[src/design/tfrc_pkg.sv]
// Package for the four-register execute unit.
// Holds opcode codes, register file type and the result/write-back structs.
// No dependencies.
package tfrc_pkg;

  localparam int unsigned DataWidth = 8;
  localparam int unsigned NumRegs   = 4;
  localparam int unsigned RegIdxW   = 2;
  localparam int unsigned SkipW     = 2;

  typedef enum logic [1:0] {
    OP_CMP_PRINT = 2'b00,
    OP_ADD       = 2'b01,
    OP_SUB       = 2'b10,
    OP_LDI       = 2'b11
  } opcode_t;

  localparam logic [SkipW-1:0] SKIP_NONE = 2'd0;
  localparam logic [SkipW-1:0] SKIP_ONE  = 2'd1;
  localparam logic [SkipW-1:0] SKIP_TWO  = 2'd2;

  typedef logic [NumRegs-1:0][DataWidth-1:0] regfile_t;

  typedef struct packed {
    logic                 executed;
    logic                 print_valid;
    logic [RegIdxW-1:0]   print_reg;
    logic [DataWidth-1:0] print_value;
    logic                 show_decimal;
    logic                 show_hex;
    logic                 show_char;
  } result_t;

  typedef struct packed {
    logic                 en;
    logic [RegIdxW-1:0]   addr;
    logic [DataWidth-1:0] data;
  } writeback_t;

endpackage

[src/design/tfrc_exec.sv]
// Combinational decode and execute for one instruction.
// Depends on tfrc_pkg for the opcode codes, register file type and structs.
module tfrc_exec
  import tfrc_pkg::*;
(
  input  logic [7:0]       instruction,
  input  regfile_t         regs,
  input  logic [SkipW-1:0] skip_count,
  output result_t          result,
  output writeback_t       wb,
  output logic [SkipW-1:0] skip_count_next
);

  logic [RegIdxW-1:0] rd;
  logic [RegIdxW-1:0] rs;
  logic [RegIdxW-1:0] rt;
  logic [RegIdxW-1:0] pr;
  opcode_t            op;

  assign op = opcode_t'(instruction[7:6]);
  assign rd = instruction[5:4];
  assign rs = instruction[3:2];
  assign rt = instruction[1:0];
  assign pr = instruction[4:3];

  always_comb begin
    result          = '0;
    wb              = '0;
    skip_count_next = skip_count;
    if (skip_count != SKIP_NONE) begin
      // A skipped instruction writes no register and prints nothing; it only counts the skip counter down.
      skip_count_next = skip_count - SKIP_ONE;
    end else begin
      result.executed = 1'b1;
      unique case (op)
        OP_ADD: begin
          wb.en   = 1'b1;
          wb.addr = rd;
          wb.data = regs[rs] + regs[rt];
        end
        OP_SUB: begin
          wb.en   = 1'b1;
          wb.addr = rd;
          wb.data = regs[rs] - regs[rt];
        end
        OP_LDI: begin
          wb.en   = 1'b1;
          wb.addr = rd;
          wb.data = {{5{instruction[3]}}, instruction[2:0]};
        end
        OP_CMP_PRINT: begin
          if (instruction[5]) begin
            if (regs[rs] == regs[rt]) begin
              skip_count_next = instruction[4] ? SKIP_TWO : SKIP_ONE;
            end
          end else begin
            result.print_valid  = 1'b1;
            result.print_reg    = pr;
            result.print_value  = regs[pr];
            result.show_decimal = instruction[2];
            result.show_hex     = instruction[1];
            result.show_char    = instruction[0];
          end
        end
        default: begin
          wb = '0;
        end
      endcase
    end
  end

endmodule

[src/design/tiny_four_register_cpu_execute_unit.sv]
// Top level of the four-register 8-bit instruction execute unit.
// Depends on tfrc_pkg and instantiates tfrc_exec.
//
// This unit executes one 8-bit instruction per request on four 8-bit
// registers and returns exactly one result request for each instruction, in
// order. An accepted instruction is held in an input register; in the cycle
// it leaves that register it is decoded and executed in one pass of short
// logic, the register file and skip counter are updated, and the result is
// captured in an output register. A new instruction can be accepted every
// cycle as long as results are taken. When the output register is free, an
// accepted instruction moves from the input register to the output register.
// Because each instruction executes only when it moves into the output
// register, it always sees the register file left by the instruction before
// it. Throughput is set by the downstream side alone: when the result is not
// taken, the output register holds it while the input register can still
// take one further instruction. After reset the register file and the skip
// counter are zero and the input and output registers hold nothing valid.
module tiny_four_register_cpu_execute_unit
  import tfrc_pkg::*;
(
  input  logic              clk,
  input  logic              rst,
  input  logic              instr_valid,
  output logic              instr_ready,
  input  logic [7:0]        instruction,
  output logic              result_valid,
  input  logic              result_ready,
  output logic              executed,
  output logic              print_valid,
  output logic [1:0]        print_reg,
  output logic signed [7:0] print_value,
  output logic              show_decimal,
  output logic              show_hex,
  output logic              show_char
);

  // Input stage.
  logic       instr_held;
  logic [7:0] instr_reg;

  // Architectural state.
  regfile_t         regs;
  logic [SkipW-1:0] skip_count;

  // Output stage.
  result_t result_reg;

  // Execute stage signals.
  result_t          exec_result;
  writeback_t       exec_wb;
  logic [SkipW-1:0] skip_count_next;
  logic             exec_fire;

  // The held instruction executes when the output register is free or is
  // being emptied in this same cycle.
  assign exec_fire   = instr_held && (!result_valid || result_ready);
  assign instr_ready = !instr_held || exec_fire;

  tfrc_exec u_exec (
    .instruction     (instr_reg),
    .regs            (regs),
    .skip_count      (skip_count),
    .result          (exec_result),
    .wb              (exec_wb),
    .skip_count_next (skip_count_next)
  );

  // Input register.
  always_ff @(posedge clk) begin
    if (rst) begin
      instr_held <= 1'b0;
    end else if (instr_ready) begin
      instr_held <= instr_valid;
    end
    if (instr_ready && instr_valid) begin
      instr_reg <= instruction;
    end
  end

  // Register file and skip counter update only when an instruction executes.
  always_ff @(posedge clk) begin
    if (rst) begin
      regs       <= '0;
      skip_count <= SKIP_NONE;
    end else if (exec_fire) begin
      skip_count <= skip_count_next;
      if (exec_wb.en) begin
        regs[exec_wb.addr] <= exec_wb.data;
      end
    end
  end

  // Output register.
  always_ff @(posedge clk) begin
    if (rst) begin
      result_valid <= 1'b0;
    end else if (exec_fire) begin
      result_valid <= 1'b1;
    end else if (result_ready) begin
      result_valid <= 1'b0;
    end
    if (exec_fire) begin
      result_reg <= exec_result;
    end
  end

  assign executed     = result_reg.executed;
  assign print_valid  = result_reg.print_valid;
  assign print_reg    = result_reg.print_reg;
  assign print_value  = $signed(result_reg.print_value);
  assign show_decimal = result_reg.show_decimal;
  assign show_hex     = result_reg.show_hex;
  assign show_char    = result_reg.show_char;

endmodule
[config.mk]
export PLATFORM = sky130hd
export DESIGN_NAME = tiny_four_register_cpu_execute_unit
export DESIGN_NICKNAME = d
export VERILOG_FILES = /design/src/design/tfrc_pkg.sv /design/src/design/tfrc_exec.sv /design/src/design/tiny_four_register_cpu_execute_unit.sv
export SDC_FILE = /design/constraint.sdc
export NUM_CORES = 1
export LEC_CHECK = 0
export BUFFER_PORTS_ARGS = -buffer_cell sky130_fd_sc_hd__clkbuf_2
export CORE_ASPECT_RATIO = 0.6
export CORE_MARGIN = 4
export CORE_UTILIZATION = 35
export DETAILED_ROUTE_END_ITERATION = 8
export GPL_TIMING_DRIVEN = 0
export PLACE_DENSITY = 0.6
export RECOVER_POWER = 25
export SYNTH_ARGS = -nofsm -noshare
export SYNTH_HDL_FRONTEND = slang
export SYNTH_HIERARCHICAL = 1
export SYNTH_SLANG_ARGS = --single-unit
[constraint.sdc]
create_clock -name clk -period 5.29 [get_ports clk]
set_input_delay 0.529 -clock clk [delete_from_list [all_inputs] [get_ports clk]]
set_output_delay 0.529 -clock clk [all_outputs]
set_load 0.01 [all_outputs]
==> metrics.md <==
| Metric | Value |
|---|---|
| Number of distinct library cells after synthesis | 45 |
| # DRC | 0 |
| Final Critical Period | 3982 ps |
| Crit-path leading delay family | buffers and inverters |
| Setup bufs post-CTS | 0 |
| VDD IR-drop max | 159.8 uV |
| Post-synthesis sequential area ratio | 37.71% |
| Setup_tns | 0 ps |
| Crit path max-delay cell type | clkbuf_1 |
| Vias in the first global route | 2769 |
| Die width | 141.5 um |
| Area grow syn2layout | 16.38% |
| Max-slew violation count | 0 |
| Mapped cell area | 3742 um2 |
| Synth Flop Type | dfxtp_1 |
| Most common cell in the netlist | nand2b_1 |
| Post-synth EDFFs | 23 |
| Clock Path Buffers | 2 |
| Vias per inst | 5.257 |
| CP startpoint kind | register |
| Worst Path Buf+Inv | 4 |
| Slowest stage delay, CP | 570 ps |
| Clock Skew | 4.060 ps |
| IO buf count | 28 |
| FFs w/ async S/R, synth | 0% |
| Num rows | 28 |
| Die Y | 88.10 um |
| Syn_nets | 368 |
| Crit path arrival time | 4230 ps |
| Initial DRT Pass Iterations | 4 |
| Worst-path clk slew | 50 ps |
| Peak Freq | 0.2511 GHz |
| Required @ worst endpoint | 5540 ps |
| Final Setup Violations | 0 |
| GPL Wtd Cong | 0.9043 |
| PwrDens | 279.0 nW/um2 |
| ANT nets after route | 0 |
| Mean Syn Cell Area | 11.04 um2 |
| Cells after synthesis | 339 |
| CP max FO | 10 |
| Drt wl/cell | 18.87 um |
| Run status | finished clean |
| P_leak | 1.796 nW |
| Crit Path Class | register to register |
| Gr usage total | 17.04% |
| Crit path capture type | register |
| Sinks on Clock Net | 59 |
| Cts repair resizes | 0 |
| Crit path cell chain | buf_2, clkbuf_1, mux4_1, inv_1, ha_1, inv_1, fa_1, a21o_1, a21oi_1, o22ai_1, nor4b_1, a31oi_1, a31oi_1, nand2b_1, mux2i_1 |
| GRT overflow | 0 |
| Largest cells by area after synthesis | dfxtp_1, edfxtp_1, mux4_2 |
| Synth warnings | 6 |
| Root Buffer | clkbuf_16 |
| Post-synth top area share | 19.26% |
| First-pass GRT wire length | 15670 um |
| Synth top cells by count | nand2b_1, dfxtp_1, mux2i_1 |
| Largest net degree at the start of global routing | 16 |
| Max reg flops | 32 |
| Fin crit share | 75.28% |
| RSZ-0062 raised after global routing | false |
| Layout cells sized above 1 | 18.54% |
| Fin Hold WS | 367.0 ps |
| Initial core utilization | 36.96% |
| Core box area | 10120 um2 |
| Final net count | 407 |
| Post-detail-place hpwl | 7140 um |
| Slew HR | 32.98% |
| CTS tree | yes |
| Die ar. | 12470 um2 |
| Hold Path Class | input port to register |
| Hold Buf Count CTS | 0 |
| Starting DRT DRC Count | 246 |
| Initial antenna violation count | 0 |
| Routed WL | 9773 um |
| Antenna Cells | 0 |
| Max Cap Violations | 0 |
| Num CTS Buffers | 9 |
| Yosys top cell by area | dfxtp_1 |
| Number of synthesized register bits | 59 |
| Worst-Skew Late Latency | 330 ps |
| H-tree depth | 3 |
| Worst-Margin Slew | 1004 ps |
| DR vias | 2723 |
| I/O pin cnt | 29 |
| Final hold vios | 0 |
-- per-layer routing --
metal	vias to the layer above	wire length [um]	GRT usage, %
met1	1326	4837	25.02
met3	13	779	4.910
met5	-	0	0
met4	0	158	5.749
li1	1300	-	-
met2	84	3999	24.02
-- logic make-up (layout without fill, tap and decap cells) --
family | after synthesis | count (layout) | share of synthesized area (%)
AOI/OAI and AO/OA | 45 | 45 | 6.720
xor gates and xnor gates | 8 | 8 | 2.073
adders and majority gates | 17 | 17 | 6.085
buffers and inverters | 37 | 81 | 4.446
DFF | 59 | 59 | 37.71
muxes | 58 | 58 | 24.31
and+or+nand+nor | 115 | 115 | 18.66
-- worst register-to-register path, stage by stage (launching register included) --
cell and delay (ps):
edfxtp_1 390, buf_2 380, clkbuf_1 570, mux4_1 440, inv_1 110, ha_1 140, inv_1 40, fa_1 400
a21o_1 200, a21oi_1 250, o22ai_1 150, nor4b_1 280, a31oi_1 70, a31oi_1 160, nand2b_1 140, mux2i_1 150
-- layout by cell type (no fill, tap or decap), types with 4 or more instances in the layout --
master     netlist  routed
nand2b_1        44      44
dfxtp_1         36      36
mux2i_1         32      32
edfxtp_1        23      23
clkbuf_2         1      23
a21oi_1         20      20
clkbuf_1        13      19
inv_1           17      17
mux4_2          17      17
and2_1          17      16
ha_1            15      15
o21ai_0         12      12
nor2_1          13      12
nand2_1          9       9
clkbuf_16        0       9
mux4_1           7       7
nor2b_1          5       6
nand3_1          5       5
nand3b_1         5       5
xnor2_1          5       5
a31oi_1          4       4
-- report_power, final --
group | internal, mW | switching [mW] | total, mW | leakage (nW)
clock network | 0.410 | 0.211 | 0.621 | 0.152
logic | 0.0421 | 0.0620 | 0.104 | 1.13
registers | 0.483 | 0.00655 | 0.490 | 0.517
-- layout make-up --
class                   count  area (um2)
multi-input cells         243        2160
repair buffers             28       132.6
inverters                  17       63.81
plain buffers              20       102.6
well taps                 135       168.9
clock inverters             7       91.34
fillers                   989        5769
clock buffers               9       225.2
flip-flops and latches     59        1411
-- per-stage QoR --
step           total power [mW]  utilization, %  std cells  cell area [um2]  setup WS, ps
6_report                  1.215           43.02        518             4355          1308
5_1_grt                   1.264           43.02        518             4355         988.9
4_1_cts                   1.233           43.17        518             4370          1276
3_5_place_dp             0.6046           40.04        502             4054          1310
3_3_place_gp             0.6033           40.01        502             4051          1459
2_1_floorplan            0.5685               -        339             3742          2231
-- final timing paths --
| check | from | end | slack, ps | depth (start not counted) |
|---|---|---|---|---|
| worst max-delay path | instr_reg[3] | regs[14] | 1310 | 15 |
| worst min-delay path | instruction[0] | instr_reg[0] | 370 | 1 |
| worst max register to register | instr_reg[3] | regs[14] | 1310 | 15 |
| worst min register to register | regs[8] | regs[8] | 500 | 2 |
(Power assumes the default switching activity.)
